### config.mk
export PLATFORM = sky130hd
export DESIGN_NAME = bthin_lanes
export DESIGN_NICKNAME = d
export VERILOG_FILES = /design/src/rtl/core/bthin_pkg.sv /design/src/rtl/core/bthin_lanes.sv
export SDC_FILE = /design/constraint.sdc
export NUM_CORES = 2
export LEC_CHECK = 0
export ABC_AREA = 1
export BUFFER_PORTS_ARGS = -buffer_cell sky130_fd_sc_hd__buf_4
export CAP_MARGIN = 40
export CORE_MARGIN = 4
export CORE_UTILIZATION = 40
export DETAILED_ROUTE_END_ITERATION = 12
export HOLD_SLACK_MARGIN = 0.1
export PLACE_DENSITY = 0.61
export SYNTH_ARGS = -nofsm -noshare
export SYNTH_HDL_FRONTEND = slang
export SYNTH_SLANG_ARGS = --single-unit
### constraint.sdc
create_clock -name clk_i -period 11.95 [get_ports clk_i]
set_clock_uncertainty 0.05 [all_clocks]
set_input_delay 1.195 -clock clk_i [delete_from_list [all_inputs] [get_ports clk_i]]
set_output_delay 1.195 -clock clk_i [all_outputs]
set_load 0.02 [all_outputs]
### src/rtl/core/bthin_pkg.sv
package bthin_pkg;

  // Request codes carried in req_type
  localparam logic [1:0] REQ_WRITE = 2'd0;
  localparam logic [1:0] REQ_RUN   = 2'd1;
  localparam logic [1:0] REQ_READ  = 2'd2;

  // Register map: index is paddr[2]
  localparam int unsigned PADDR_W  = 3;
  localparam int unsigned PDATA_W  = 32;
  localparam logic        REG_ROWS = 1'b0;
  localparam logic        REG_COLS = 1'b1;
  localparam logic [7:0]  DIM_RESET = 8'd128;

  // Deletion test limits
  localparam logic [3:0] NB_MIN    = 4'd2;
  localparam logic [3:0] NB_MAX    = 4'd6;
  localparam logic [3:0] TRANS_ONE = 4'd1;

  localparam logic [7:0] PASS_MAX = 8'hFF;

  typedef struct packed {
    logic [1:0] req_type;
    logic [6:0] row;
    logic [6:0] col;
    logic       pixel_in;
  } in_item_t;

  typedef struct packed {
    logic       pixel_out;
    logic [7:0] pass_count;
  } out_item_t;

  // Window control from the sequencer to the lane array
  typedef struct packed {
    logic shift;    // take the arriving row into the window
    logic clr_row;  // arriving row is a border row of the scratch copy
    logic second;   // second half-pass rule and border masking
  } win_ctl_t;

  // Ring order: N, NE, E, SE, S, SW, W, NW in bits 0..7
  function automatic logic zs_delete(logic [7:0] nb, logic second);
    logic [3:0] cnt;
    logic [3:0] trans;
    logic       nxt;
    logic       n;
    logic       e;
    logic       s;
    logic       w;
    logic       rule;
    cnt   = '0;
    trans = '0;
    for (int k = 0; k < 8; k++) begin
      nxt = (k == 7) ? nb[0] : nb[k+1];
      cnt = cnt + {3'b000, nb[k]};
      if (!nb[k] && nxt) begin
        trans = trans + 4'd1;
      end
    end
    n = nb[0];
    e = nb[2];
    s = nb[4];
    w = nb[6];
    if (!second) begin
      rule = !(n && e && s) && !(e && s && w);
    end else begin
      rule = !(n && e && w) && !(n && s && w);
    end
    return (cnt >= NB_MIN) && (cnt <= NB_MAX) && (trans == TRANS_ONE) && rule;
  endfunction

endpackage

### src/rtl/core/bthin_lanes.sv
module bthin_lanes #(
  parameter int unsigned MAX_COLS = 128
) (
  input  logic                     clk_i,
  input  bthin_pkg::win_ctl_t      ctl_i,
  input  logic [MAX_COLS-1:0]      row_i,
  input  logic [MAX_COLS-1:0]      inner_i,
  output logic [MAX_COLS-1:0]      wdata_o,
  output logic                     del_any_o
);
  import bthin_pkg::*;

  // Three-row window: top above center, mid is the center row, bot below
  logic [MAX_COLS-1:0] top_q, mid_q, bot_q;
  logic [MAX_COLS-1:0] row_in;
  logic [MAX_COLS+1:0] tp, mp, bp;
  logic [MAX_COLS-1:0] del;
  logic [7:0]          nb [MAX_COLS];

  // Second half-pass: scratch border reads as background
  always_comb begin
    if (!ctl_i.second) begin
      row_in = row_i;
    end else if (ctl_i.clr_row) begin
      row_in = '0;
    end else begin
      row_in = row_i & inner_i;
    end
  end

  always_ff @(posedge clk_i) begin
    if (ctl_i.shift) begin
      top_q <= mid_q;
      mid_q <= bot_q;
      bot_q <= row_in;
    end
  end

  // Pad one background column on each side; bit j+1 holds column j
  assign tp = {1'b0, top_q, 1'b0};
  assign mp = {1'b0, mid_q, 1'b0};
  assign bp = {1'b0, bot_q, 1'b0};

  always_comb begin
    for (int j = 0; j < MAX_COLS; j++) begin
      nb[j]  = {tp[j], mp[j], bp[j], bp[j+1], bp[j+2], mp[j+2], tp[j+2], tp[j+1]};
      del[j] = mid_q[j] && inner_i[j] && zs_delete(nb[j], ctl_i.second);
    end
  end

  assign wdata_o   = mid_q & ~del;
  assign del_any_o = |del;

endmodule

# Word-level counts from Yosys, hierarchy flattened
# Index checks and enable logic that the tools add are counted.
[totals]
regBits = 384
wordCells = 6749
in_bits = 260
output_inout_bits = 129
[op_classes]
add_sub_neg = 1780
n_reduce_logical = 3431
n_eq_ne = 128
n_mux = 1148
magnitude_cmp = 256
bitwise_logic = 3
[ops]
columns = ["op", "n"]
rows = [
  ["$mux W4", 890],
  ["$add A4 B1 Y4 const B", 889],
  ["$logic_and A1 B1 Y1", 2540],
  ["$add A4 B1 Y4", 506],
  ["$logic_not A1 Y1", 890],
  ["$add A3 B1 Y4", 128],
  ["$eq A4 B1 Y1 const B", 128],
  ["$ge A4 B2 Y1 const B", 128],
  ["$le A4 B3 Y1 const B", 128],
  ["$add A2 B1 Y3", 128],
  ["$add A1 B1 Y2", 128],
  ["$and A128 B128 Y128", 2],
  ["$mux W1", 256],
  ["$mux W128", 2],
  ["$not A128 Y128", 1],
  ["$reduce_or A128 Y1", 1],
  ["$add A1 B1 Y2 const B", 1],
]

# Logic depth before layout (Yosys ltp)
[depth]
depth_word = 23
ltp_mapped = 40
mapped_depth_nobuf = 39

# Worst setup path after synthesis
# OpenSTA, ideal clock, no wires.
[synth_path]
path_type = "reg-to-output"
startpoint = "register top_q[108]"
endpoint = "output del_any_o"
setup_slack_ns = 5.953
n_path_buf = 0
t_required_ns = 10.705
arrival_ns = 4.752
stages_incl_launch_ff = 36
cell_sequence = "edfxtp_1 > inv_1 > ha_1 > inv_1 > a21oi_1 > ha_1 > nand2_1 > nand2_1 > ha_1 > or2_2 > o21ai_1 > inv_1 > ha_1 > or2_2 > nand2_1 > inv_1 > ha_1 > or2_2 > nand2_1 > inv_1 > ha_1 > nand2_1 > xor2_1 > nand2_1 > nand3_1 > nor2_1 > nand2_1 > nor2_1 > nand3_1 > nand2_1 > nor2_1 > nand2_1 > nor2_1 > nand2_1 > nor2_1 > nand2_1"
[synth_via]
elab_chain_len = 22
elab_cells_between_ends = 86
cone_classes = "30 x add/sub; 6 x order compare; 3 x eq/ne; 19 x mux; 28 x reduce/logical"
[synth_rtl]
columns = ["element", "line_no", "source"]
rows = [
  ["start: declaration", "bthin_lanes.sv:14", "logic [MAX_COLS-1:0] top_q, mid_q, bot_q;"],
  ["start signal: assignment", "bthin_lanes.sv:33", "top_q <= mid_q;"],
  ["$logic_not A1 Y1", "bthin_pkg.sv:56", "if (!nb[k] && nxt) begin"],
  ["$logic_and A1 B1 Y1", "bthin_pkg.sv:56", ""],
  ["$mux W1", "bthin_pkg.sv:56", ""],
  ["$add A4 B1 Y4", "bthin_pkg.sv:57", "trans = trans + 4'd1;"],
  ["$mux W4", "bthin_pkg.sv:56", ""],
  ["$add A4 B1 Y4", "bthin_pkg.sv:57", ""],
  ["$mux W4", "bthin_pkg.sv:56", ""],
  ["$add A4 B1 Y4", "bthin_pkg.sv:57", ""],
  ["(+5 left out)", "--", ""],
  ["$add A4 B1 Y4", "bthin_pkg.sv:57", ""],
  ["$mux W4", "bthin_pkg.sv:56", ""],
  ["$add A4 B1 Y4", "bthin_pkg.sv:57", ""],
  ["$mux W4", "bthin_pkg.sv:56", ""],
  ["$eq A4 B1 Y1", "bthin_pkg.sv:69", "return (cnt >= NB_MIN) && (cnt <= NB_MAX) && (trans == TRANS_ONE) && rule;"],
  ["$logic_and A1 B1 Y1 (2 in a row)", "bthin_pkg.sv:69", ""],
  ["$logic_and A1 B1 Y1", "bthin_lanes.sv:47", "del[j] = mid_q[j] && inner_i[j] && zs_delete(nb[j], ctl_i.second);"],
  ["$reduce_or A128 Y1 *", "bthin_lanes.sv:52", "assign del_any_o = |del;"],
  ["end: declaration", "bthin_lanes.sv:9", "output logic del_any_o"],
]
# Every way passes the cells marked *; elsewhere a longest branch is shown, timed or not.

# Final worst setup path
[layout_path]
startpoint = "register top_q[48]"
endpoint = "output del_any_o"
# The elaborated chain is that of the path after synthesis.

==> impl_results.md <==
- Routed len/inst: 14.3 um
- Unrepaired setup endpoints after global routing: false
- Total Power: 11.0 mW
- Clock root buffer: clkbuf_16
- Final nets: 16999
- Seq cells post-synth: 384
- Power Density: 109 mW/mm^2
- Footprint of the multi-input gates: 0.0704 sq mm
- Routed Antenna Nets: 0
- Pin count of the biggest net entering global routing: 131
- CTS Buf Count: 69
- Worst Path Required: 10710 ps
- First-pass GRT wire length: 431000 um
- DRC violations left: 0
- Post-Synthesis Mean Instance Area: 6.32 sq um
- Crit Path Max Fanout: 13
- CTS clk-pin slew, worst paths: 60 ps
- Fmax achieved: 122 MHz
- Critical path origin: top_q[48]
- Post-CTS Setup Bufs: 0
- MaxCap Viol Count: 0
- CTS tree: yes
- Post-DP HPWL: 210000 um
- Layout cells sized above 1: 7.82%
- Final hold vios: 0
- Net count after synthesis: 16650
- Vias in the first global route: 85276
- Post-CTS Resized: 0
- Critical setup path kind: register to primary output
- Setup crit start kind: register
- Internal reg-to-reg setup slack: 10960 ps
- Site Rows: 176
- HP Class: register to register
- Register area: 0.0115 sq mm
- Status: completed
- Vias per std cell: 5.01
- Initial Utilization: 40.4%
- Tightest Pin Transition: 947 ps
- Gpl congestion: 0.893
- Max clock buf depth: 3
- Sequential share of the synthesized area: 12.4%
- Mapped Cells: 14741
- R2r worst-path depth: 0
- Crit end category: primary output
- Leak Pwr: 54.6 nW
- Hold_sp: bot_q[96]
- Routed wire length: 261000 um
- Initial antenna violation count: 8
- Crit path DAT: 6980 ps
- Slew HR: 36.9%
- Slowest cell on the critical path: edfxtp_1
- Post-synth EDFFs: 384
- # IOs: 389
- Final period utilization: 68.8%
- Final Core Density: 44.0%
- Grt total ovfl: 0
- Hold buffers post-CTS: 0
- Count of cell types in the netlist: 53
- R2r startpoint: mid_q[76]
- Worst path bufs/invs: 6
- Gr usage total: 21.3%
- Finished Layout Cells: 18166
- FILL cells: 24478
- Via count: 91053
- Dpl ws: 4410 ps
- Largest stage delay on the critical path: 610 ps
- Ys async rst share: 0%
- Most common cell on crit path: nand2_1
- Syn Std Cell Area: 0.0931 sq mm
- Final setup vio count: 0
- Hold slack: 467 ps
- Core area: 0.231 sq mm
- Dpl cell area: 0.0994 sq mm
- Clock Sinks: 384
- Initial DRC Count: 5602
- Most used DFF post-synth: edfxtp_1
- Chip width: 491 um
- Clock Latency Late Sink: 700 ps
- Die area: 0.241 sq mm
- Worst R2R End: top_q[76]
- Worst Setup Slack, final: 3720 ps
- 1st-pass router iterations: 8
- Setup TNS: 0 ps
- Htree depth: 3
- Peak supply drop: 0.103 mV
- Port Buffers: 388
- Syn. warnings: 0
- Worst setup endpoint: del_any_o
- Minimum clock period: 8230 ps
- Fin. max-slew vios: 0
- Inst Count DP: 18045
- Levels on crit path: 35
- Finished Cell Area: 0.101 sq mm
- Area Growth Syn to Fin: 8.97%
- Crit path max-delay family: simple AND/OR/NAND/NOR gates
- Die span in y: 491 um
cells in the final DEF, fill, tap and decap left out, drive strengths merged, types with 291 or more instances in the layout:
| master | instances |
|---|---|
| ha | 1143 |
| nand2 | 4714 |
| o21ai | 670 |
| edfxtp | 384 |
| buf | 408 |
| fa | 506 |
| inv | 2803 |
| nand4 | 291 |
| nor2 | 964 |
| nand3 | 1651 |
final cells by class:
cell class	instances	area share, %
Antenna cell	4	0.00986
Clock buffer	83	1.79
Clock inverter	34	0.281
Inverter	2803	10.4
Multi-Input combinational cell	11424	69.3
Sequential cell	384	11.4
Tap cell	3026	3.73
Timing Repair Buffer	408	3.09
metal layers:
layer,GRT usage [%],share of wire (%)
met1,29.3,48
met2,35.6,45
met3,2.56,4.4
met4,4.59,2.2
met5,0,0.0038
cells by family (layout without fill, tap and decap cells):
group / after synthesis / count (layout) / share of synthesized area, %
buffers and inverters: 2933 / 3328 / 12.0
multiplexers: 2 / 2 / 0.0215
AND/OR/NAND/NOR: 8195 / 8195 / 38.6
flip-flops: 384 / 384 / 12.4
AO/OA/AOI/OAI: 1283 / 1283 / 7.92
other: 0 / 4 / 0
adder cells (fa/ha/maj): 1649 / 1649 / 26.2
XOR/XNOR: 295 / 295 / 2.77
synth_stat cells (8+ instances only):
cell | instances | area [sq um]
a21boi_0 | 137 | 1030
a21o_1 | 14 | 105
a21oi_1 | 201 | 1010
a31oi_1 | 122 | 763
and2_1 | 94 | 588
buf_2 | 50 | 250
buf_4 | 26 | 195
clkbuf_1 | 33 | 124
clkbuf_2 | 15 | 75.1
edfxtp_1 | 384 | 11500
fa_1 | 506 | 10100
ha_1 | 1143 | 14300
inv_1 | 2623 | 9850
inv_2 | 177 | 664
nand2_1 | 4541 | 17000
nand2_2 | 172 | 1080
nand2b_1 | 17 | 106
nand3_1 | 1610 | 8060
nand3_2 | 41 | 410
nand3b_1 | 116 | 871
nand4_1 | 291 | 1820
nor2_1 | 906 | 3400
nor2_2 | 34 | 213
nor2_4 | 24 | 270
nor3_1 | 84 | 420
nor3b_1 | 15 | 113
o2111ai_1 | 9 | 78.8
o211ai_1 | 104 | 781
o21a_1 | 8 | 60.1
o21ai_0 | 570 | 2850
o21ai_1 | 85 | 425
o21ai_2 | 15 | 131
or2_1 | 19 | 119
or2_2 | 218 | 1360
xnor2_1 | 149 | 1310
xor2_1 | 146 | 1280
power breakdown:
group          switching (mW)  leakage (nW)  total, mW  internal [mW]
Sequential              0.281          3.74       1.89           1.61
Combinational            4.33          49.9       7.11           2.77
Clock                   0.853          1.02       2.03           1.18
Total                    5.47          54.6       11.0           5.57
sequential cells by signal (all words and copies together), names as in the netlist:
signal and count:
top_q 128, bot_q 128, mid_q 128
how the worst min path moves through the flow:
stage	cells past startpoint	slack [ps]	endpoint
floorplan	0	370	mid_q[100]
global placement	0	460	mid_q[44]
global route	0	490	mid_q[96]
detailed placement	0	460	mid_q[96]
CTS	0	460	mid_q[96]
finish	0	470	mid_q[96]
Note: power is estimated with default switching activity, not from simulation.
