### config.mk
export PLATFORM = sky130hd
export DESIGN_NAME = bthin_cfg
export DESIGN_NICKNAME = d
export VERILOG_FILES = /design/src/rtl/core/bthin_pkg.sv /design/src/rtl/core/bthin_cfg.sv
export SDC_FILE = /design/constraint.sdc
export NUM_CORES = 1
export LEC_CHECK = 0
export BUFFER_PORTS_ARGS = -buffer_cell sky130_fd_sc_hd__buf_2
export CORE_MARGIN = 2
export CORE_UTILIZATION = 36
export DETAILED_ROUTE_END_ITERATION = 10
export GPL_TIMING_DRIVEN = 0
export PLACE_DENSITY = 0.8
export SLEW_MARGIN = 10
export SYNTH_ARGS = -nofsm -noshare
export SYNTH_HDL_FRONTEND = slang
export SYNTH_SLANG_ARGS = --single-unit
### constraint.sdc
create_clock -name clk_i -period 0.8 [get_ports clk_i]
set_input_delay 0.04 -clock clk_i [delete_from_list [all_inputs] [get_ports clk_i]]
set_output_delay 0.04 -clock clk_i [all_outputs]
set_load 0.01 [all_outputs]
### src/rtl/core/bthin_pkg.sv
package bthin_pkg;

  // Request codes carried in req_type
  localparam logic [1:0] REQ_WRITE = 2'd0;
  localparam logic [1:0] REQ_RUN   = 2'd1;
  localparam logic [1:0] REQ_READ  = 2'd2;

  // Register map: index is paddr[2]
  localparam int unsigned PADDR_W  = 3;
  localparam int unsigned PDATA_W  = 32;
  localparam logic        REG_ROWS = 1'b0;
  localparam logic        REG_COLS = 1'b1;
  localparam logic [7:0]  DIM_RESET = 8'd128;

  // Deletion test limits
  localparam logic [3:0] NB_MIN    = 4'd2;
  localparam logic [3:0] NB_MAX    = 4'd6;
  localparam logic [3:0] TRANS_ONE = 4'd1;

  localparam logic [7:0] PASS_MAX = 8'hFF;

  typedef struct packed {
    logic [1:0] req_type;
    logic [6:0] row;
    logic [6:0] col;
    logic       pixel_in;
  } in_item_t;

  typedef struct packed {
    logic       pixel_out;
    logic [7:0] pass_count;
  } out_item_t;

  // Window control from the sequencer to the lane array
  typedef struct packed {
    logic shift;    // take the arriving row into the window
    logic clr_row;  // arriving row is a border row of the scratch copy
    logic second;   // second half-pass rule and border masking
  } win_ctl_t;

  // Ring order: N, NE, E, SE, S, SW, W, NW in bits 0..7
  function automatic logic zs_delete(logic [7:0] nb, logic second);
    logic [3:0] cnt;
    logic [3:0] trans;
    logic       nxt;
    logic       n;
    logic       e;
    logic       s;
    logic       w;
    logic       rule;
    cnt   = '0;
    trans = '0;
    for (int k = 0; k < 8; k++) begin
      nxt = (k == 7) ? nb[0] : nb[k+1];
      cnt = cnt + {3'b000, nb[k]};
      if (!nb[k] && nxt) begin
        trans = trans + 4'd1;
      end
    end
    n = nb[0];
    e = nb[2];
    s = nb[4];
    w = nb[6];
    if (!second) begin
      rule = !(n && e && s) && !(e && s && w);
    end else begin
      rule = !(n && e && w) && !(n && s && w);
    end
    return (cnt >= NB_MIN) && (cnt <= NB_MAX) && (trans == TRANS_ONE) && rule;
  endfunction

endpackage

### src/rtl/core/bthin_cfg.sv
module bthin_cfg (
  input  logic                              clk_i,
  input  logic                              rst_ni,
  input  logic                              psel,
  input  logic                              penable,
  input  logic                              pwrite,
  input  logic [bthin_pkg::PADDR_W-1:0]     paddr,
  input  logic [bthin_pkg::PDATA_W-1:0]     pwdata,
  output logic [bthin_pkg::PDATA_W-1:0]     prdata,
  output logic                              pready,
  output logic [7:0]                        rows_o,
  output logic [7:0]                        cols_o
);
  import bthin_pkg::*;

  logic [7:0] rows_q, rows_d;
  logic [7:0] cols_q, cols_d;
  logic       wr_en;

  assign pready = 1'b1;
  assign wr_en  = psel && penable && pwrite;

  always_comb begin
    rows_d = rows_q;
    cols_d = cols_q;
    if (wr_en) begin
      unique case (paddr[2])
        REG_ROWS: rows_d = pwdata[7:0];
        REG_COLS: cols_d = pwdata[7:0];
        default:  rows_d = rows_q;
      endcase
    end
  end

  always_comb begin
    unique case (paddr[2])
      REG_ROWS: prdata = {24'd0, rows_q};
      REG_COLS: prdata = {24'd0, cols_q};
      default:  prdata = '0;
    endcase
  end

  always_ff @(posedge clk_i or negedge rst_ni) begin
    if (!rst_ni) begin
      rows_q <= DIM_RESET;
      cols_q <= DIM_RESET;
    end else begin
      rows_q <= rows_d;
      cols_q <= cols_d;
    end
  end

  assign rows_o = rows_q;
  assign cols_o = cols_q;

endmodule

### After elaboration in Yosys (flattened, before gate mapping)

Index checks and enable logic that the tools add are counted.

| word-level totals | value |
|---|---|
| bits in registers | 16 |
| logic and storage cells | 8 |
| bits of input ports | 40 |

| operators by class | value |
|---|---|
| multiplexer cells | 1 |
| bitwise gates (word level) | 1 |
| reductions and logical operators | 4 |

Operator list:

| operator | count |
|---|---|
| 32-bit one-hot mux with 2 select lines | 1 |
| 2-bit AND reduction | 2 |
| 1-bit logical AND | 2 |
| 1-bit NOT | 1 |

### Longest topological paths before layout

Gate-level depths: netlist (run 1).

| logic depth | value |
|---|---|
| depth in word-level cells | 3 |
| depth in mapped cells | 3 |
| mapped depth without buffers | 2 |

### Worst setup path after synthesis (run 1)

No wires, ideal clock.

| timing path | value |
|---|---|
| path kind | input to register |
| start | input port paddr[2] in the netlist's numbering |
| end | register rows_q[0] (netlist: rows_o[0]) |
| setup time | 0.125 ns |
| arrival time | 0.675 ns |
| data required time | 0.675 ns |
| cell stages on the path | 3 |
| slack | 0.000 ns |
| path through | buf_6 -> nand4b_4 -> mux2_2 |

| on the way | value |
|---|---|
| longest elaborated chain between the ends | 2 |

RTL lines:

| what | RTL line | text |
|---|---|---|
| start, declared | bthin_cfg.sv:7 | `input logic [bthin_pkg::PADDR_W-1:0] paddr,` |
| 1-bit NOT (no line) | n/a |  |
| 2-bit AND reduction (no line) | n/a |  |
| end signal, assigned | bthin_cfg.sv:48 | `rows_q <= rows_d;` |
| end, declared | bthin_cfg.sv:16 | `logic [7:0] rows_q, rows_d;` |

No other way between the ends.
A chain may end at the register's enable or synchronous reset.

### Final worst setup path (run 1)

| timing path | value |
|---|---|
| start | register rows_q[2] (netlist: rows_o[2]) |
| end | output port prdata[2] in the netlist's numbering |

| on the way | value |
|---|---|
| longest elaborated chain between the ends | 1 |

RTL lines:

| what | RTL line | text |
|---|---|---|
| 32-bit one-hot mux with 2 select lines | bthin_cfg.sv:36 | `unique case (paddr[2])` |
| end, declared | bthin_cfg.sv:9 | `output logic [bthin_pkg::PDATA_W-1:0] prdata,` |

No other way between the ends. The select of a mux whose other input is x is not followed.

==> results of run 1 <==
## layout by cell type, fill, tap and decap left out, drive strengths merged
cell type / instances
clkbuf: 4
dfstp: 2
nand4b: 1
conb: 25
mux2: 24
dfrtp: 14
buf: 77
nand4: 1
dlygate4sd3: 6
## final cells by class
type | count | area (um^2) | share of cell area (%)
Buffer | 26 | 199 | 11.9
Timing Repair Buffer | 57 | 524 | 31.3
Tap cell | 30 | 37.5 | 2.24
Sequential cell | 16 | 403 | 24.1
Multi-Input combinational cell | 51 | 473 | 28.3
Clock buffer | 4 | 36.3 | 2.17
## report_power, final
part	internal, mW	switching, mW	total [mW]
clock	0.277	0.257	0.534
combinational	1.19	0.639	1.83
sequential	1.00	0.117	1.12
## metrics by stage
stage / cells / worst slack (ns) / utilization (%) / cell area, um^2 / hold WS (ns)
CTS: 182 / -0.326 / 66.1 / 1620 / 0.000902
global placement: 159 / -0.105 / 50.1 / 1230 / -0.0402
global route: 184 / -0.359 / 68.1 / 1670 / 0.0176
finish: 184 / -0.330 / 68.1 / 1670 / 0.00301
floorplan: 93 / 0.0000635 / - / 1010 / -0.256
detailed placement: 159 / -0.132 / 50.1 / 1230 / -0.0282
## worst min-delay path by stage
stage                   start   endpoint  slack, ns  cells after the start
finish              pwdata[0]  rows_o[0]      0.003                      2
global route        pwdata[0]  rows_o[0]       0.02                      2
CTS                 pwdata[0]  rows_o[0]     0.0009                      2
detailed placement     rst_ni  rows_o[2]      -0.03                      1
global placement       rst_ni  rows_o[2]      -0.04                      1
floorplan              rst_ni  cols_o[0]      -0.26                      0
## repair_timing
item | CTS | global route
buffers inserted | 13 | 6
hold buffers | 6 | 0
gates resized for setup | 39 | 11
hold endpoints to repair | 24 | 0
setup endpoints to repair | 25 | 38
## critical path, delay by kind of cell, from the launching register on
family / cells / cell delay, ns
DFF: 1 / 0.40
buffers and inverters: 1 / 0.12
muxes: 1 / 0.28
## state kept, by name, indices dropped and copies added (netlist names)
signal  cells
cols_o      8
rows_o      8
## layer usage
metal / track usage (%) / share of wire, % / up-vias
met5: 0 / 0 / -
met4: 5.00 / 0 / 0
met3: 3.01 / 9.8 / 0
met2: 31.7 / 54 / 47
met1: 18.0 / 36 / 353
li1: - / - / 355
## logic make-up (layout without fill, tap and decap cells)
logic type / Yosys count / count (layout) / share of synthesized area, %
muxes: 24 / 24 / 29.2
and+or+nand+nor: 2 / 2 / 4.87
buffers and inverters: 26 / 87 / 21.5
other: 2 / 25 / 0.812
DFF: 16 / 16 / 43.6
==> key figures, run 1 <==
Min path
  • Worst hold-check path type: in2reg

Global routing
  • Vias in the first global route: roughly 690
  • Gr ovfl total: 0
  • Total GRT Usage: 16.6%
  • First-pass GRT wire length: 3360 um
  • Initial antenna violation count: 0
  • Pin count of the biggest net entering global routing: 17

Synthesis
  • Cell taking the most area after synthesis: dfrtp_1
  • Synth area leaders: dfrtp_1 (38%), mux2_2 (29%), buf_4 (20%)
  • Synth unique cells: 8
  • Commonest cells in the synthesized netlist: buf_4 (25), mux2_2 (24), dfrtp_1 (14)
  • Flops & latches, synth: 16
  • Avg Cell Area, Syn: approximately 13 um^2
  • Mapped Cells: 70
  • Most common cell in the netlist: buf_4
  • Top-area cell type share of the netlist area: between 30% and 40%
  • Register area share after synthesis: 43.6%
  • Warnings from Yosys: 0
  • EDFF count, synth: 0
  • Ys async rst share: 100%
  • Synthesized area: 925 um^2
  • Ys flop type: dfrtp_1

Critical path
  • FF-to-FF Start: rows_o[2]
  • WP data arrival: roughly 1.1 ns
  • WS Path Type: reg2out
  • Crit. End Element: primary output
  • Critical path startpoint: rows_o[2]
  • CP max stage cell: dfrtp_1
  • R2R depth: 3
  • Reg2reg setup slack: -0.21 ns
  • Endpoint required time on the critical path: about 0.76 ns
  • CP startpoint kind: flop
  • Worst Path Max Fanout: 2
  • CP cell instances: mux2_4, buf_6
  • Max incr delay on CP: ~0.40 ns
  • CP Capture Point: prdata[2]
  • R2r endpoint: rows_o[2]

Cells and area
  • Syn-to-layout area delta: 80.9%
  • Fill cells: ~200
  • Diodes inserted: 0
  • Nets: 195
  • Layout cells sized above 1: 70.8%

Pwr
  • Peak supply drop: approximately 0.0017 V
  • Tot Pwr: 3.49 mW
  • Lkg Pwr: a little over 0.9 nW
  • Power Density: between 2000 and 2500 mW/mm^2

Route
  • Drt drc: 0
  • Antenna Violating Nets Remaining: 0
  • First-pass iteration count of the detailed router: 4
  • Final WL: roughly 2400 um
  • Detailed-route wire length per cell: approximately 13 um
  • Vias/cell: 4.10
  • First DRT Iteration DRCs: 8
  • Via count: about 760

Clock tree
  • H-tree Lvls: 1
  • TritonCTS clock tree: done
  • Clk slew on worst S/H paths: around 0.1 ns
  • Clock sink total: 16
  • Maximum clock path buffer count: 2
  • Cts bufs inserted: 3
  • Worst-Skew Late Latency: 0.28 ns
  • Root Driver: clkbuf_4

Timing
  • Final Hold Viols: 0
  • Fin Setup TNS: -6.57 ns
  • Period utilization: 141%
  • Pins over their slew limit: 0
  • Tmin final: about 1.1 ns
  • Endpoints failing setup: 37
  • RSZ-0062 raised after global routing: yes
  • FMAX: between 0.8 and 0.9 GHz
  • Clock Skew: 0 ns
  • Final worst slack: -0.330 ns

Job
  • Maxcap violations: 0

Floorplanning
  • Die area: 0.00299 mm^2
  • Initial Utilization: between 30% and 40%
  • IO Pins: 89
  • Row count: 18
  • Die Width: ~55 um
  • Die Ht: 54.7 um
  • CORE AREA: about 0.0025 mm^2

Placed design
  • Final HPWL DP: between 1000 and 1500 um
  • Port Buffer Count: 36
  • Gpl congestion: 0.590

Outcome
  • Failing checks: negative setup slack
  • Outcome: finished with violations
(Power assumes the default switching activity.)
==> run 2: changes to the inputs <==
--- a/config.mk
+++ b/config.mk
@@ -6,11 +6,15 @@
 export NUM_CORES = 1
 export LEC_CHECK = 0
 export BUFFER_PORTS_ARGS = -buffer_cell sky130_fd_sc_hd__buf_2
+export CAP_MARGIN = 20
+export CELL_PAD_IN_SITES_DETAIL_PLACEMENT = 0
+export CELL_PAD_IN_SITES_GLOBAL_PLACEMENT = 1
+export CORE_ASPECT_RATIO = 0.75
 export CORE_MARGIN = 2
-export CORE_UTILIZATION = 36
+export CORE_UTILIZATION = 25
 export DETAILED_ROUTE_END_ITERATION = 10
 export GPL_TIMING_DRIVEN = 0
-export PLACE_DENSITY = 0.8
+export PLACE_DENSITY_LB_ADDON = 0.1
 export SLEW_MARGIN = 10
 export SYNTH_ARGS = -nofsm -noshare
 export SYNTH_HDL_FRONTEND = slang
==> run 2 against run 1 <==
  * First-iteration DRC count shrank 25%
  * Global-route usage down 6.7 points
  * Count of clock-buffer cells in the layout did not move
  * The run still ends with negative setup slack left
  * Clock skew unchanged
  * Via count fell by 9.1%
  * Maximum frequency grew 3.9%
  * Final area down 4.8%
  * Largest cell class unchanged
  * Register-to-register slack better by 0.13 ns
  * Die area up 41%
  * Sequential power hardly changed
  * Total power down 4.4%
==> key figures, run 2 (same netlist as run 1, synthesis figures left out) <==
Clock tree
  • Cts bufs inserted: 3
  • Clock sink total: 16
  • TritonCTS clock tree: done
  • Maximum clock path buffer count: 2
  • Root Driver: clkbuf_8
  • H-tree Lvls: 1
  • Worst-Skew Late Latency: roughly 0.24 ns
  • Clk slew on worst S/H paths: about 0.06 ns

Pwr
  • Part of the power in registers: roughly a third
  • Int Pwr: 2.41 mW
  • Power Density: about 2100 mW/mm^2
  • Lkg Pwr: 0.879 nW
  • Combinational power share: between 40 and 50%
  • Switching pwr: 929 uW
  • Switch share: roughly 28%
  • Peak supply drop: 0.000741 V
  • Clock power share: between 10% and 20%
  • Tot Pwr: around 3.3 mW

Critical path
  • WS Path Type: reg2out
  • CP cell instances: mux2_4, buf_6
  • Max incr delay on CP: roughly 0.4 ns
  • Endpoint required time on the critical path: about 0.76 ns
  • Reg2reg setup slack: -0.08 ns
  • R2R depth: 2
  • R2r endpoint: rows_o[5]
  • Worst Path Max Fanout: 2
  • Crit. End Element: primary output
  • FF-to-FF Start: rows_o[5]
  • CP startpoint kind: flop
  • CP max stage cell: dfrtp_1
  • WP data arrival: 1.05 ns

Global routing
  • First-pass GRT wire length: roughly 3100 um
  • Total GRT Usage: roughly 9.9%
  • Initial antenna violation count: 0
  • Gr ovfl total: 0
  • Vias in the first global route: 637
  • Pin count of the biggest net entering global routing: 17

Floorplanning
  • Die Width: about 74 um
  • Initial Utilization: between 20% and 30%
  • CORE AREA: between 0.003 and 0.004 mm^2
  • IO Pins: a little under 90
  • Die area: around 0.0042 mm^2
  • Die Ht: between 50 and 60 um
  • Row count: 19

Timing
  • Pins over their slew limit: 0
  • Final worst slack: -0.288 ns
  • Endpoints failing setup: 33
  • RSZ-0062 raised after global routing: yes
  • Final Hold Viols: 0
  • Clock Skew: 0 ns
  • Fin Setup TNS: -4.03 ns
  • Tmin final: around 1.1 ns
  • Hold slack: about 0.037 ns
  • FMAX: a little over 0.9 GHz
  • Period utilization: 136%

Cells and area
  • Nets: approximately 190
  • Syn-to-layout area delta: 72.3%
  • Layout cells sized above 1: between 70% and 80%
  • Diodes inserted: 0
  • Most frequent cells in the layout: buf_6 (27), buf_4 (27), conb_1 (25)
  • Layout Cells excl Fill: 196
  • Design Area, Final: 0.00159 mm^2
  • Post-layout util: between 40 and 50%
  • Fill cells: roughly 350

Min path
  • Hold depth: 2
  • Min-delay src: pwdata[5]
  • Worst hold-check path type: in2reg
  • Worst Hold Path EP: cols_o[5]

Job
  • Maxcap violations: 0

Route
  • Final WL: approximately 2000 um
  • First DRT Iteration DRCs: 6
  • Drt drc: 0
  • Vias/cell: approximately 3.5
  • Via count: about 690
  • WL met2: between 900 and 1000 um
  • Wire length on met3: approximately 170 um
  • Detailed-route wire length per cell: approximately 10 um
  • Met1 wire length: just over 800 um
  • DR top layer: met4
  • Antenna Violating Nets Remaining: 0
  • First-pass iteration count of the detailed router: 2

Placed design
  • Setup Slack @ Placement: -0.133 ns
  • Gpl congestion: 0.645
  • Placed Area: 0.00126 mm^2
  • Port Buffer Count: 36
  • Cell total after placement: ~180

Outcome
  • Outcome: finished with violations
  • Failing checks: negative setup slack
run 2: changes by cell type in the layout (fill, tap and decap cells not counted):
cell	before	now
clkbuf_8	1	3
buf_2	14	18
dlygate4sd3_1	6	1
clkbuf_1	0	1
buf_4	31	27
clkbuf_4	3	0
buf_6	32	27
run 2: routing by layer:
layer	vias to the layer above	global-route usage (%)
met1	311	12.1
met3	2	3.41
met5	-	0
met4	0	3.06
li1	338	-
met2	35	16.2
run 2: how the worst max path moves through the flow:
stage,cells past startpoint,startpoint,end
detailed placement,3,paddr[2],rows_o[4]
floorplan,3,paddr[2],rows_o[0]
global placement,3,paddr[2],rows_o[0]
global route,2,rows_o[0],prdata[0]
finish,2,rows_o[0],prdata[0]
CTS,2,cols_o[3],prdata[3]
run 2: worst max-delay path: cells and delay by family, from the launching register on:
kind	cells	cell delay, ns
buffers and inverters	1	0.12
muxes	1	0.28
DFF	1	0.40
run 2: power groups by stage:
stage	Combinational [mW]	Sequential [mW]	Clock, mW
finish	1.59	1.14	0.610
global route	1.71	1.16	0.691
CTS	1.48	1.12	0.648
detailed placement	0.948	1.14	0
global placement	0.935	1.13	0
floorplan	0.484	1.21	0
run 2: repair_timing:
action / 4_1_cts / 5_1_grt
setup endpoints to repair: 24 / 34
hold endpoints to repair: 14 / 0
resized for setup: 31 / 14
hold buffers: 1 / 0
setup buffers: 8 / 4
run 2: area by class of cell:
type,instances,area (um^2),area share (%)
multi-input combinational,51,473,29.7
sequential,16,403,25.3
tap,52,65.1,4.08
timing repair buffer,47,408,25.6
buffer,26,199,12.5
clock buffer,4,45.0,2.83
